<file path="config.mk">
export PLATFORM = sky130hd
export DESIGN_NAME = masked_byte_pattern_search_top
export DESIGN_NICKNAME = d
export VERILOG_FILES = /design/src/design/mbps_pkg.sv /design/src/design/masked_byte_pattern_search_top.sv
export SDC_FILE = /design/constraint.sdc
export NUM_CORES = 1
export LEC_CHECK = 0
export ABC_AREA = 0
export BUFFER_PORTS_ARGS = -buffer_cell sky130_fd_sc_hd__buf_2
export CAP_MARGIN = 30
export CELL_PAD_IN_SITES_DETAIL_PLACEMENT = 1
export CELL_PAD_IN_SITES_GLOBAL_PLACEMENT = 2
export CORE_ASPECT_RATIO = 1.5
export CORE_MARGIN = 5
export CORE_UTILIZATION = 39
export CTS_CLUSTER_SIZE = 20
export DETAILED_ROUTE_END_ITERATION = 6
export GPL_TIMING_DRIVEN = 1
export MAX_ROUTING_LAYER = met4
export PLACE_DENSITY_LB_ADDON = 0.1
export REMOVE_ABC_BUFFERS = 1
export SYNTH_ARGS = -nofsm -noshare
export SYNTH_HDL_FRONTEND = slang
export SYNTH_SLANG_ARGS = --single-unit
</file>
<file path="constraint.sdc">
create_clock -name clk -period 9.7 [get_ports clk]
set_clock_uncertainty 0.2 [all_clocks]
set_input_delay 0.485 -clock clk [delete_from_list [all_inputs] [get_ports clk]]
set_output_delay 0.485 -clock clk [all_outputs]
set_load 0.01 [all_outputs]
</file>
<file path="src/design/mbps_pkg.sv">
// Package for the masked byte pattern search block.
// Holds the register map codes, register reset values and fixed field widths.
// No dependencies.
`default_nettype none

package mbps_pkg;

    // register map, one 64-bit register per 8-byte slot
    typedef enum logic [2:0] {
        REG_PATTERN_LOW  = 3'd0,
        REG_PATTERN_HIGH = 3'd1,
        REG_COMPARE_EN   = 3'd2,
        REG_PATTERN_LEN  = 3'd3,
        REG_MATCH_LIMIT  = 3'd4
    } reg_index_t;

    localparam int unsigned PADDR_BITS    = 6;
    localparam int unsigned PDATA_BITS    = 64;
    localparam int unsigned PATTERN_BYTES = 16;
    localparam int unsigned PLEN_BITS     = 5;
    localparam int unsigned LIMIT_BITS    = 23;
    localparam int unsigned OUT_ADDR_BITS = 48;

    localparam logic [LIMIT_BITS-1:0]    LIMIT_CEILING = 23'd8000000;
    localparam logic [LIMIT_BITS-1:0]    LIMIT_RESET   = 23'd1000000;
    localparam logic [PATTERN_BYTES-1:0] ENABLE_RESET  = 16'hFFFF;
    localparam logic [PLEN_BITS-1:0]     PLEN_RESET    = 5'd1;

endpackage

`default_nettype wire

</file>
<file path="src/design/masked_byte_pattern_search_top.sv">
// Masked byte pattern search, top level: sliding window, masked compare,
// match counting with limit, APB register file. Uses mbps_pkg.
`default_nettype none

// channel   | handshake                | payload
// ----------+--------------------------+----------------------------------------
// in        | in_valid / in_ready      | data_byte, byte_address, run_start,
//           |                          | search_start
// out       | out_valid / out_ready    | match_address, first_byte, limit_reached
// config    | psel/penable/pwrite      | paddr, pwdata, prdata (pready tied high)
//
// One byte per cycle: a beat is compared against the whole window in the cycle it
// is accepted and its result, if any, sits in the output register the next cycle.
// in_ready is high whenever the output register is empty or being drained, so
// a stalled result holds only the input side, for as long as out_ready stays low.
// rst_n clears the window, run fill, match count, stop flag; resets the registers.
module masked_byte_pattern_search_top #(
    parameter int unsigned MAX_PATTERN_BYTES = 16,
    parameter int unsigned ADDRESS_BITS      = 48,
    parameter int unsigned COUNT_BITS        = 23
) (
    input  wire logic                                 clk,
    input  wire logic                                 rst_n,
    // input beats
    input  wire logic                                 in_valid,
    output logic                                      in_ready,
    input  wire logic [7:0]                           data_byte,
    input  wire logic [ADDRESS_BITS-1:0]              byte_address,
    input  wire logic                                 run_start,
    input  wire logic                                 search_start,
    // result beats
    output logic                                      out_valid,
    input  wire logic                                 out_ready,
    output logic [ADDRESS_BITS-1:0]                   match_address,
    output logic [7:0]                                first_byte,
    output logic                                      limit_reached,
    // configuration
    input  wire logic                                 psel,
    input  wire logic                                 penable,
    input  wire logic                                 pwrite,
    input  wire logic [mbps_pkg::PADDR_BITS-1:0]      paddr,
    input  wire logic [mbps_pkg::PDATA_BITS-1:0]      pwdata,
    output logic [mbps_pkg::PDATA_BITS-1:0]           prdata,
    output logic                                      pready
);

    localparam int unsigned FILL_W = $clog2(MAX_PATTERN_BYTES + 1);
    localparam int unsigned IDX_W  = (MAX_PATTERN_BYTES > 1) ? $clog2(MAX_PATTERN_BYTES) : 1;
    localparam int unsigned NCMP   = (MAX_PATTERN_BYTES < mbps_pkg::PATTERN_BYTES)
                                     ? MAX_PATTERN_BYTES : mbps_pkg::PATTERN_BYTES;
    localparam int unsigned CMP_W  = (COUNT_BITS > mbps_pkg::LIMIT_BITS)
                                     ? COUNT_BITS : mbps_pkg::LIMIT_BITS;
    localparam int unsigned ADDR_CUT = (ADDRESS_BITS > mbps_pkg::OUT_ADDR_BITS)
                                       ? ADDRESS_BITS - mbps_pkg::OUT_ADDR_BITS : 0;
    localparam logic [ADDRESS_BITS-1:0] ADDR_MASK = {ADDRESS_BITS{1'b1}} >> ADDR_CUT;

    // configuration registers
    logic [63:0]                              pattern_low_reg;
    logic [63:0]                              pattern_high_reg;
    logic [mbps_pkg::PATTERN_BYTES-1:0]       compare_en_reg;
    logic [mbps_pkg::PLEN_BITS-1:0]           pattern_len_reg;
    logic [mbps_pkg::LIMIT_BITS-1:0]          match_limit_reg;

    // search state
    logic [7:0]                               window_reg [MAX_PATTERN_BYTES];
    logic [7:0]                               window_next [MAX_PATTERN_BYTES];
    logic [FILL_W-1:0]                        run_fill_reg;
    logic [FILL_W-1:0]                        run_fill_next;
    logic [COUNT_BITS-1:0]                    match_count_reg;
    logic [COUNT_BITS-1:0]                    match_count_next;
    logic                                     stopped_reg;
    logic                                     stopped_next;

    // output register
    logic                                     out_valid_reg;
    logic                                     out_valid_next;
    logic [ADDRESS_BITS-1:0]                  match_address_reg;
    logic [ADDRESS_BITS-1:0]                  match_address_next;
    logic [7:0]                               first_byte_reg;
    logic                                     limit_reached_reg;

    logic                                     in_fire;
    logic                                     cfg_write;
    mbps_pkg::reg_index_t                     cfg_index;
    logic [127:0]                             pattern_all;
    logic [6:0]                               plen_raw;
    logic [FILL_W-1:0]                        plen;
    logic [IDX_W-1:0]                         plen_m1;
    logic [mbps_pkg::LIMIT_BITS-1:0]          limit_used;
    logic [FILL_W-1:0]                        fill_base;
    logic [COUNT_BITS-1:0]                    count_base;
    logic [COUNT_BITS-1:0]                    count_inc;
    logic                                     stopped_base;
    logic                                     bytes_match;
    logic                                     hit;
    logic                                     reached;

    assign in_ready    = !out_valid_reg || out_ready;
    assign in_fire     = in_valid && in_ready;
    assign pready      = 1'b1;
    assign cfg_write   = psel && penable && pwrite && pready;
    assign cfg_index   = mbps_pkg::reg_index_t'(paddr[5:3]);
    assign pattern_all = {pattern_high_reg, pattern_low_reg};

    // register writes
    always_ff @(posedge clk or negedge rst_n)
    begin
        if (!rst_n)
        begin
            pattern_low_reg  <= '0;
            pattern_high_reg <= '0;
            compare_en_reg   <= mbps_pkg::ENABLE_RESET;
            pattern_len_reg  <= mbps_pkg::PLEN_RESET;
            match_limit_reg  <= mbps_pkg::LIMIT_RESET;
        end
        else if (cfg_write)
        begin
            case (cfg_index)
                mbps_pkg::REG_PATTERN_LOW:  pattern_low_reg  <= pwdata;
                mbps_pkg::REG_PATTERN_HIGH: pattern_high_reg <= pwdata;
                mbps_pkg::REG_COMPARE_EN:
                    compare_en_reg  <= pwdata[mbps_pkg::PATTERN_BYTES-1:0];
                mbps_pkg::REG_PATTERN_LEN:
                    pattern_len_reg <= pwdata[mbps_pkg::PLEN_BITS-1:0];
                mbps_pkg::REG_MATCH_LIMIT:
                    match_limit_reg <= pwdata[mbps_pkg::LIMIT_BITS-1:0];
                default: ;
            endcase
        end
    end

    // register reads
    always_comb
    begin
        case (cfg_index)
            mbps_pkg::REG_PATTERN_LOW:  prdata = pattern_low_reg;
            mbps_pkg::REG_PATTERN_HIGH: prdata = pattern_high_reg;
            mbps_pkg::REG_COMPARE_EN:
                prdata = {{(64 - mbps_pkg::PATTERN_BYTES){1'b0}}, compare_en_reg};
            mbps_pkg::REG_PATTERN_LEN:
                prdata = {{(64 - mbps_pkg::PLEN_BITS){1'b0}}, pattern_len_reg};
            mbps_pkg::REG_MATCH_LIMIT:
                prdata = {{(64 - mbps_pkg::LIMIT_BITS){1'b0}}, match_limit_reg};
            default: prdata = '0;
        endcase
    end

    // effective pattern length and limit
    always_comb
    begin
        plen_raw = {2'b00, pattern_len_reg};
        if (plen_raw == 7'd0)
            plen = FILL_W'(1);
        else if (plen_raw > 7'(MAX_PATTERN_BYTES))
            plen = FILL_W'(MAX_PATTERN_BYTES);
        else
            plen = FILL_W'(plen_raw);
        plen_m1 = IDX_W'(plen - FILL_W'(1));

        if (match_limit_reg == '0 || match_limit_reg > mbps_pkg::LIMIT_CEILING)
            limit_used = mbps_pkg::LIMIT_CEILING;
        else
            limit_used = match_limit_reg;
    end

    // window shift, newest byte at position zero
    always_comb
    begin
        window_next[0] = data_byte;
        for (int i = 1; i < MAX_PATTERN_BYTES; i++)
        begin
            window_next[i] = window_reg[i-1];
        end
    end

    // run and search bookkeeping for this beat
    always_comb
    begin
        fill_base    = (run_start || search_start) ? '0 : run_fill_reg;
        count_base   = search_start ? '0 : match_count_reg;
        stopped_base = search_start ? 1'b0 : stopped_reg;
        if (fill_base < FILL_W'(MAX_PATTERN_BYTES))
            run_fill_next = fill_base + FILL_W'(1);
        else
            run_fill_next = fill_base;
        count_inc = count_base + COUNT_BITS'(1);
        reached   = CMP_W'(count_inc) >= CMP_W'(limit_used);
    end

    // masked compare of all window positions within the pattern length, in parallel
    always_comb
    begin
        bytes_match = 1'b1;
        for (int k = 0; k < NCMP; k++)
        begin
            if (FILL_W'(k) < plen && compare_en_reg[k] &&
                pattern_all[8*k +: 8] != window_next[plen_m1 - IDX_W'(k)])
            begin
                bytes_match = 1'b0;
            end
        end
        hit = bytes_match && !stopped_base && run_fill_next >= plen;
    end

    // next state of counters and result
    always_comb
    begin
        match_count_next   = hit ? count_inc : count_base;
        stopped_next       = stopped_base || (hit && reached);
        match_address_next = (byte_address - ADDRESS_BITS'(plen_m1)) & ADDR_MASK;
        if (in_fire)
            out_valid_next = hit;
        else if (out_ready)
            out_valid_next = 1'b0;
        else
            out_valid_next = out_valid_reg;
    end

    // search state
    always_ff @(posedge clk or negedge rst_n)
    begin
        if (!rst_n)
        begin
            for (int i = 0; i < MAX_PATTERN_BYTES; i++)
            begin
                window_reg[i] <= '0;
            end
            run_fill_reg    <= '0;
            match_count_reg <= '0;
            stopped_reg     <= 1'b0;
            out_valid_reg   <= 1'b0;
        end
        else
        begin
            out_valid_reg <= out_valid_next;
            if (in_fire)
            begin
                for (int i = 0; i < MAX_PATTERN_BYTES; i++)
                begin
                    window_reg[i] <= window_next[i];
                end
                run_fill_reg    <= run_fill_next;
                match_count_reg <= match_count_next;
                stopped_reg     <= stopped_next;
            end
        end
    end

    // result payload
    always_ff @(posedge clk)
    begin
        if (in_fire && hit)
        begin
            match_address_reg <= match_address_next;
            first_byte_reg    <= window_next[plen_m1];
            limit_reached_reg <= reached;
        end
    end

    assign out_valid     = out_valid_reg;
    assign match_address = match_address_reg;
    assign first_byte    = first_byte_reg;
    assign limit_reached = limit_reached_reg;

endmodule

`default_nettype wire

</file>
# Word level (Yosys, flattened, before mapping)
# Index checks and enable logic that the tools add are counted.
# word_totals
in_bits	135
out_inout_bits	124
elab_cells	248
regBits	379
# classes
n_lt_le_gt_ge	37
n_bitwise	16
addsub	19
reduce_logical	54
muxes	75
eq_ne	20
# op_table
operator	n
$bmux W8 S4	16
$pmux W64 S5	1
$mux W8	32
$ne A8 B8 Y1	16
$ge A5 B5 Y1 const B	16
$not A4 Y5	16
$mux W23	3
$sub A48 B4 Y48	1
$lt A4 B5 Y1 const A	8
$logic_and A1 B1 Y1	39
$sub A4 B4 Y4 const B	8
$add A23 B1 Y23 const B	1
$ge A23 B23 Y1	1
$gt A23 B23 Y1 const B	1
$logic_not A23 Y1	1
$lt A3 B5 Y1 const A	4
$mux W5	4
$mux W1	19
$sub A4 B3 Y4 const B	4
$lt A1 B5 Y1 const A	2
$lt A2 B5 Y1 const A	2
$reduce_and A2 Y1	5
$sub A4 B1 Y4 const B	2
$sub A4 B2 Y4 const B	2
12 further kinds	17

# Longest topological paths before layout
# Gate-level depths: netlist (run 1).
# depth
ltp_word	30
mapped_depth	23
ltp_nobuf	20

# Worst setup path before layout (run 1)
# No wires, ideal clock.
# synth_path
kind	register to register
start	reg pattern_len_reg[4] in the netlist's numbering
end	reg first_byte_reg[0], in the netlist first_byte[0] (enable)
stages_incl_launch_ff	22
arrival_time_ns	7.849
path_buffers	5
required_time_ns	9.028
path_slack_ns	1.179
setup_time_ns	0.472
synth_period_minus_slack_ns	8.521
path_cell_list	dfrtp_1 -> or4_4 -> nand2_4 -> inv_2 -> buf_6 -> buf_2 -> ha_1 -> xnor2_2 -> inv_2 -> clkbuf_1 -> ha_1 -> xor2_1 -> buf_2 -> mux4_2 -> xor2_1 -> nor4_1 -> o211ai_1 -> a311oi_2 -> and4_1 -> buf_6 -> nand2_2 -> nor2_1
# synth_via
elab_chain_cells	29
elab_cells_between_ends	168
classes_between	add/sub: 16; order compare: 18; eq/ne: 16; mux: 66; bitwise: 16; reduce/logical: 36
# synth_lines
element	line_no	source
from (decl)	masked_byte_pattern_search_top.sv:61	logic [mbps_pkg::PLEN_BITS-1:0] pattern_len_reg;
from (signal assigned)	masked_byte_pattern_search_top.sv:113	pattern_len_reg <= mbps_pkg::PLEN_RESET;
from (signal assigned)	masked_byte_pattern_search_top.sv:124	pattern_len_reg <= pwdata[mbps_pkg::PLEN_BITS-1:0];
$gt A5 B5 Y1	masked_byte_pattern_search_top.sv:154	else if (plen_raw > 7'(MAX_PATTERN_BYTES))
$mux W5	masked_byte_pattern_search_top.sv:154	
$mux W5 (*)	masked_byte_pattern_search_top.sv:152	if (plen_raw == 7'd0)
$sub A4 B1 Y4	masked_byte_pattern_search_top.sv:158	plen_m1 = IDX_W'(plen - FILL_W'(1));
$sub A4 B1 Y4 / $not A4 Y5 (equally long branches)	masked_byte_pattern_search_top.sv:197	pattern_all[8*k +: 8] != window_next[plen_m1 - IDX_W'(k)])
$not A4 Y5 (implied by the code) / $bmux W8 S4 (equally long branches)	masked_byte_pattern_search_top.sv:197	
$bmux W8 S4 / $mux W8 (equally long branches)	masked_byte_pattern_search_top.sv:197	
$mux W8 (implied by the code)	masked_byte_pattern_search_top.sv:197	
$mux W8 (implied by the code) / $ne A8 B8 Y1 (equally long branches)	masked_byte_pattern_search_top.sv:197	
$ne A8 B8 Y1 / $logic_and A1 B1 Y1 (equally long branches)	masked_byte_pattern_search_top.sv:197, masked_byte_pattern_search_top.sv:196	
$logic_and A1 B1 Y1 / $mux W1 (equally long branches)	masked_byte_pattern_search_top.sv:196	if (FILL_W'(k) < plen && compare_en_reg[k] &&
$mux W1 (15 in a row)	masked_byte_pattern_search_top.sv:196	
$logic_and A1 B1 Y1	masked_byte_pattern_search_top.sv:202	hit = bytes_match && !stopped_base && run_fill_next >= plen;
$logic_and A1 B1 Y1 (*)	masked_byte_pattern_search_top.sv:202	
$logic_and A1 B1 Y1 (*)	masked_byte_pattern_search_top.sv:252	if (in_fire && hit)
to (signal assigned)	masked_byte_pattern_search_top.sv:255	first_byte_reg <= window_next[plen_m1];
to (decl)	masked_byte_pattern_search_top.sv:79	logic [7:0] first_byte_reg;
# Every way passes the cells marked *; elsewhere a longest branch is shown, timed or not. The select of a mux whose other input is x is not followed.
# A chain may end at the register's enable or synchronous reset.

# Final worst setup path (run 1)
# layout_path
start	reg pattern_len_reg[4] in the netlist's numbering
end	reg match_address_reg[5], in the netlist match_address[5] (enable)
# layout_via
elab_chain_cells	29
elab_cells_between_ends	168
classes_between	add/sub: 16; order compare: 18; eq/ne: 16; mux: 66; bitwise: 16; reduce/logical: 36
# layout_lines
element	line_no	source
$gt A5 B5 Y1	masked_byte_pattern_search_top.sv:154	
$mux W5	masked_byte_pattern_search_top.sv:154	
$mux W5 (*)	masked_byte_pattern_search_top.sv:152	
$sub A4 B1 Y4	masked_byte_pattern_search_top.sv:158	
$sub A4 B1 Y4 / $not A4 Y5 (equally long branches)	masked_byte_pattern_search_top.sv:197	
$not A4 Y5 (implied by the code) / $bmux W8 S4 (equally long branches)	masked_byte_pattern_search_top.sv:197	
$bmux W8 S4 / $mux W8 (equally long branches)	masked_byte_pattern_search_top.sv:197	
$mux W8 (implied by the code)	masked_byte_pattern_search_top.sv:197	
$mux W8 (implied by the code) / $ne A8 B8 Y1 (equally long branches)	masked_byte_pattern_search_top.sv:197	
$ne A8 B8 Y1 / $logic_and A1 B1 Y1 (equally long branches)	masked_byte_pattern_search_top.sv:197, masked_byte_pattern_search_top.sv:196	
$logic_and A1 B1 Y1 / $mux W1 (equally long branches)	masked_byte_pattern_search_top.sv:196	
$mux W1 (15 in a row)	masked_byte_pattern_search_top.sv:196	
$logic_and A1 B1 Y1	masked_byte_pattern_search_top.sv:202	
$logic_and A1 B1 Y1 (*)	masked_byte_pattern_search_top.sv:202	
$logic_and A1 B1 Y1 (*)	masked_byte_pattern_search_top.sv:252	
to (signal assigned)	masked_byte_pattern_search_top.sv:254	match_address_reg <= match_address_next;
to (decl)	masked_byte_pattern_search_top.sv:77	logic [ADDRESS_BITS-1:0] match_address_reg;
# Marked as above.

==> impl_metrics.tcl, run 1 <==
set metrics [dict create \
    outcome "complete, no violations" \
    drt-total-wl_mm 106 \
    area_growth_pct 18.2 \
    synth_top_flop_cell "dfrtp_1" \
    yosysTopAreaCell "dfrtp_1" \
    finalCritPeriodShare_pct 87.3 \
    hold_ws_ns 0.0383 \
    post_cts.repair.setup_buffers 0 \
    die_area_mm2 0.0726 \
    cts_buffers 43 \
    synthSimpleGateAreaFrac_pct 17.5 \
    io-pin-count 259 \
    clkTransAtPathRegs_ns 0.06 \
    critPathKind "reg2reg" \
    slew_headroom_pct 34.2 \
    rows 116 \
    postSynthCellCount 2611 \
    via_per_inst 6.06 \
    async_reset_ff_share_pct 85.0 \
    pre_cts_ws_ns 1.40 \
    arrival_ns 8.52 \
    slowest_stage "or4_4" \
    synth-xor-area-share_pct 6.57 \
    switching_share_pct 43.8 \
    max_stage_delay_ns 1.01 \
    synth_edf_count 57 \
    p_leak_nw 13.8 \
    drtIter0Drc 1626 \
    synth_area_mm2 0.0262 \
    tightest_slew_ns 0.984 \
    hpwl_mm 76.9 \
    ant_nets 0 \
    ys_seq_elements 379 \
    synthTopCellsByArea "dfrtp_1 28%, mux4_2 11%, mux2_2 7.7%, nand2_1 6.7%, edfxtp_1 6.5%" \
    intPower_w 0.00448 \
    rsz0062_at_grt "false" \
    final.setup.worst_slack_ns 1.23 \
    placed_cell_area_mm2 0.0284 \
    min_period_ns 8.47 \
    yosysSeqAreaShare_pct 37.4 \
    avgSynthCellArea_um2 10.0 \
    nets 3076 \
    largest_reg_flops 120 \
    layout-drive-gt1-share_pct 25.7 \
    die_w_um 222 \
    yosysMostFrequentCell "nand2_1" \
    synth_compound_area_share_pct 10.6 \
    end_kind "flip-flop" \
    track_usage_pct 29.3 \
    hold_viol 0 \
    p_switching_w 0.00349 \
    vdd_ir_drop_max_mv 0.175 \
    seqPwrFrac_pct 28.5 \
    hold_path_class "in2reg" \
    drv_cap 0 \
    critPathRequiredTime_ns 9.74 \
    synth_top_area_share_pct 28.5 \
    vias 23160 \
    synthAdderAreaFrac_pct 2.03 \
    grt_pass1_vias 24441 \
    cp_num_buf_inv 6 \
    clk_latency_ns 0.61 \
    post-route-drc-count 0 \
    grt_pass1_wl_mm 160 \
    ctsHoldBuffers 110 \
    cts_tree "yes" \
    synth_top_family_by_area "multiplexers" \
    antenna_found_initial 3 \
    floorplan.initialDensity_pct 39.3 \
    path_common_cell "buf_4" \
    cts.sinks 379 \
    die_h_um 327 \
    portBuffers 254 \
    grt_max_degree 83 \
    place.gp.congestion 0.931 \
    fmax_mhz 118 \
    worst_setup_path_start_kind "flip-flop" \
    clock_path_buffers 3 \
    ys_warn_count 0 \
    wire_per_inst_um 27.8 \
    cts_resized 0 \
    cts-root-buf "clkbuf_16" \
    gr-total-overflow 0 \
    firstDrtPassIters 7 \
    cts_max_level 2 \
    combPwrFrac_pct 50.2 \
    synthMuxAreaShare_pct 22.5 \
    setup_violations 0 \
    fin_util_pct 46.5 \
    yosys-top-cells-count "468 x nand2_1, 298 x dfrtp_1, 213 x nand3_1" \
    slew_violations 0 \
    final_area_mm2 0.0310 \
    ys_types 71 \
    cp_max_fo 66 \
    core_area_mm2 0.0666 \
    clkPwrFrac_pct 21.2 \
    path_cells "or4_4 > nand2_4 > inv_2 > ha_2 > buf_4 > inv_1 > ha_1 > a31oi_1 > xor2_2 > buf_4 > mux4_2 > xor2_1 > nor4_1 > a221oi_1 > a2111oi_2 > and4_1 > buf_4 > nand2_2 > nor2_4 > buf_4" \
    powerDensity_mw_per_mm2 257 \
    critPathTopFamily "simple AND/OR/NAND/NOR gates" \
    p_total_w 0.00797 \
]
## path summary, 6_finish.rpt
kind / depth (start not counted) / to / startpoint / slack (ns)
setup / recovery: 20 / match_address[5] / pattern_len_reg[4] / 1.23
hold reg to reg: 2 / match_count_reg[1] / match_count_reg[1] / 0.31
setup reg to reg: 20 / match_address[5] / pattern_len_reg[4] / 1.23
max in group asynchronous: 5 / pattern_high_reg[6] / rst_n / 7.02
min in group asynchronous: 2 / pattern_high_reg[55] / rst_n / 0.29
hold / removal: 2 / match_address[14] / byte_address[14] / 0.04
## per-layer routing
| layer | up-vias | global-route usage [%] | share of wire, % |
|---|---|---|---|
| li1 | 10209 | - | - |
| met1 | 12022 | 34.5 | 40 |
| met2 | 713 | 50.5 | 50 |
| met3 | 216 | 3.71 | 4.6 |
| met4 | 0 | 13.3 | 5.4 |
| met5 | - | - | 0 |
## metrics by stage
stage / setup TNS [ns] / std cells
after CTS: 0 / 3817
after global placement: 0 / 3621
final: 0 / 3822
after global routing: 0 / 3822
after detailed placement: 0 / 3627
after floorplan: -140.19 / 2436
## power by group through the flow
stage	logic [W]	clock network, W	registers, W
detailed placement	0.00393	0	0.00229
finish	0.00400	0.00169	0.00227
global route	0.00424	0.00179	0.00230
floorplan	0.00261	0	0.00212
CTS	0.00398	0.00173	0.00226
global placement	0.00381	0	0.00227
## cell type report
cell class,count,area (µm²)
antenna,3,7.51
clock buffer,57,1180
clock inverter,23,243
fill,7396,35600
inverter,43,161
multi-input combinational,2014,15600
sequential,379,9800
tap,885,1110
timing repair buffer,418,2860
## cell usage in the layout (no fill, tap or decap), types with 87 or more instances in the layout
master	instances
dlygate4sd3_1	110
o21ai_0	87
mux2_2	179
nand2_1	466
dfrtp_1	298
buf_2	254
xor2_1	148
nand3_1	213
mux4_2	132
mux2i_1	90
## kinds of logic after synthesis
family                     Yosys count
AOI/OAI and AO/OA                  392
and+or+nand+nor                    984
buffers and inverters              218
DFF                                379
muxes                              401
adders and majority gates           42
other                                1
xor gates and xnor gates           194
(Power assumes the default switching activity.)
==> inputs of run 2 (changes only) <==
--- a/config.mk
+++ b/config.mk
@@ -9,10 +9,10 @@
 export BUFFER_PORTS_ARGS = -buffer_cell sky130_fd_sc_hd__buf_2
 export CAP_MARGIN = 30
 export CELL_PAD_IN_SITES_DETAIL_PLACEMENT = 1
-export CELL_PAD_IN_SITES_GLOBAL_PLACEMENT = 2
+export CELL_PAD_IN_SITES_GLOBAL_PLACEMENT = 1
 export CORE_ASPECT_RATIO = 1.5
 export CORE_MARGIN = 5
-export CORE_UTILIZATION = 39
+export CORE_UTILIZATION = 45
 export CTS_CLUSTER_SIZE = 20
 export DETAILED_ROUTE_END_ITERATION = 6
 export GPL_TIMING_DRIVEN = 1
==> run 2 against run 1 <==
Register-to-register slack better by 0.54 ns. Clock power barely moved. Flip-flop and latch count is the same. Fmax increased by 6.8%. Sequential power about the same. Die area decreased by 13%. Critical endpoint is now match_address[1]. Non-clock buffer count shrank 42. Routed wire length fell by 4.4%. Cell area shrank 1.9%. Hold slack lost 0.0086 ns. Utilization is 6.1 points higher. Critical path type unchanged. Largest cell class unchanged. Setup slack gained 0.54 ns.
==> impl_metrics.tcl, run 2 (same netlist as run 1, synthesis figures left out) <==
set metrics [dict create \
    vias 23007 \
    wire_per_inst_um 27.8 \
    outcome "complete, no violations" \
    slew_violations 0 \
    finalCritPeriodShare_pct 81.8 \
    min_period_ns 7.94 \
    cts.sinks 379 \
    cp_max_fo 66 \
    final.setup.tns_ns 0 \
    io-pin-count 259 \
    layout-drive-gt1-share_pct 26.2 \
    nets 3032 \
    critPathRequiredTime_ns 9.71 \
    grt_pass1_wl_mm 154 \
    final.setup.worst_slack_ns 1.76 \
    hpwl_mm 74.2 \
    placed_cell_area_mm2 0.0283 \
    die_h_um 306 \
    post-route-drc-count 0 \
    fin_util_pct 52.6 \
    cts_tree "yes" \
    via_per_inst 6.29 \
    cts-root-buf "clkbuf_16" \
    antenna_found_initial 4 \
    mostFrequentLayoutCell "nand2_1" \
    rsz0062_at_grt "false" \
    cts_max_level 2 \
    final_cell_mix "466 x nand2_1, 298 x dfrtp_1, 255 x buf_2" \
    portBuffers 254 \
    setup_violations 0 \
    die_area_mm2 0.0632 \
    drv_cap 0 \
    final_area_mm2 0.0304 \
    final_cells 3660 \
    core_area_mm2 0.0578 \
    end_kind "flip-flop" \
    p_leak_nw 13.6 \
    clock_path_buffers 3 \
    drtIter0Drc 2048 \
    cts_buffers 41 \
    area_growth_pct 16.0 \
    hold_viol 0 \
    arrival_ns 7.94 \
    tightest_slew_ns 1.06 \
    critPathKind "reg2reg" \
    fmax_mhz 126 \
    max_stage_delay_ns 0.99 \
    grt_pass1_vias 24518 \
    ant_nets 0 \
    rows 108 \
    clk_latency_ns 0.59 \
    grt_max_degree 160 \
    worst_setup_path_start_kind "flip-flop" \
    clkTransAtPathRegs_ns 0.07 \
    pre_cts_ws_ns 1.95 \
    powerDensity_mw_per_mm2 261 \
    hold_path_class "in2reg" \
    floorplan.initialDensity_pct 45.3 \
    die_w_um 207 \
    largest_reg_flops 120 \
    vdd_ir_drop_max_mv 0.144 \
    slew_headroom_pct 29.2 \
    path_cells "or4_4 > nand2_4 > inv_2 > ha_2 > buf_4 > nand2b_1 > a22oi_1 > a311oi_1 > nor2b_1 > nor3b_2 > xnor2_1 > nor4_1 > a21boi_1 > o21ai_0 > and4_1 > buf_4 > nand2_2 > nor2_4 > buf_4" \
    track_usage_pct 32.2 \
    firstDrtPassIters 5 \
    path_common_cell "buf_4" \
    dp.cells 3513 \
    drt-total-wl_mm 102 \
    slowest_stage "or4_4" \
    place.gp.congestion 0.970 \
    post_cts.repair.setup_buffers 0 \
    gr-total-overflow 0 \
]
## run 2: changes by cell type in the layout (fill, tap and decap cells not counted), sizes merged
cell,before,now
dlygate4sd3,110,68
clkbuf,57,47
bufinv,3,7
clkinv,15,12
inv,45,48
clkinvlp,3,4
## run 2: layer usage
layer / vias up / wire length [µm] / track usage, %
met1: 11839 / 38000 / 36.0
li1: 10144 / - / -
met2: 782 / 51600 / 55.5
met5: - / 0 / -
met4: 0 / 6770 / 17.0
met3: 242 / 5420 / 5.07
## run 2: what timing repair did
item                       in CTS  in global routing
hold buffers                   68                  0
resized for setup               0                  0
hold endpoints to repair      226                  0
setup endpoints to repair       0                  0
## run 2: worst paths after layout
kind / start / endpoint / slack [ns] / cells after the start
worst max-delay path: pattern_len_reg[4] / match_address[1] / 1.76 / 19
worst min-delay path: byte_address[44] / match_address[44] / 0.03 / 2
worst max register to register: pattern_len_reg[4] / match_address[1] / 1.76 / 19
worst min register to register: match_count_reg[1] / match_count_reg[1] / 0.30 / 2
max in group asynchronous: rst_n / window_next[9] / 7.46 / 3
min in group asynchronous: rst_n / pattern_high_reg[53] / 0.39 / 2
## run 2: area by class of cell
type | instances | area, µm²
clock buffers | 47 | 1080
flip-flops and latches | 379 | 9800
clock inverters | 28 | 344
well taps | 770 | 963
fillers | 6479 | 27400
diodes | 3 | 7.51
repair buffers | 376 | 2430
inverters | 43 | 161
multi-input cells | 2014 | 15600
## run 2: power by group
part / total (W) / leakage, nW / internal [W] / switching, W
sequential: 0.00226 / 4.64 / 0.00189 / 0.000371
clock: 0.00171 / 0.693 / 0.000993 / 0.000718
combinational: 0.00396 / 8.28 / 0.00164 / 0.00232
## run 2: stage by stage
| step | power, W | hold WS (ns) |
|---|---|---|
| global route | 0.00828 | 0.0172 |
| detailed placement | 0.00617 | 0.287 |
| finish | 0.00793 | 0.0297 |
| CTS | 0.00793 | 0.00136 |
| floorplan | 0.00474 | -0.0106 |
| global placement | 0.00600 | 0.277 |
## run 2: worst max-delay path: cells and delay by family (launching register included)
kind	cells	cell delay, ns
XOR/XNOR	1	0.10
buffers and inverters	4	1.53
AO/OA/AOI/OAI	4	1.35
flip-flops	1	0.60
adder cells (fa/ha/maj)	1	0.36
AND/OR/NAND/NOR	9	3.23
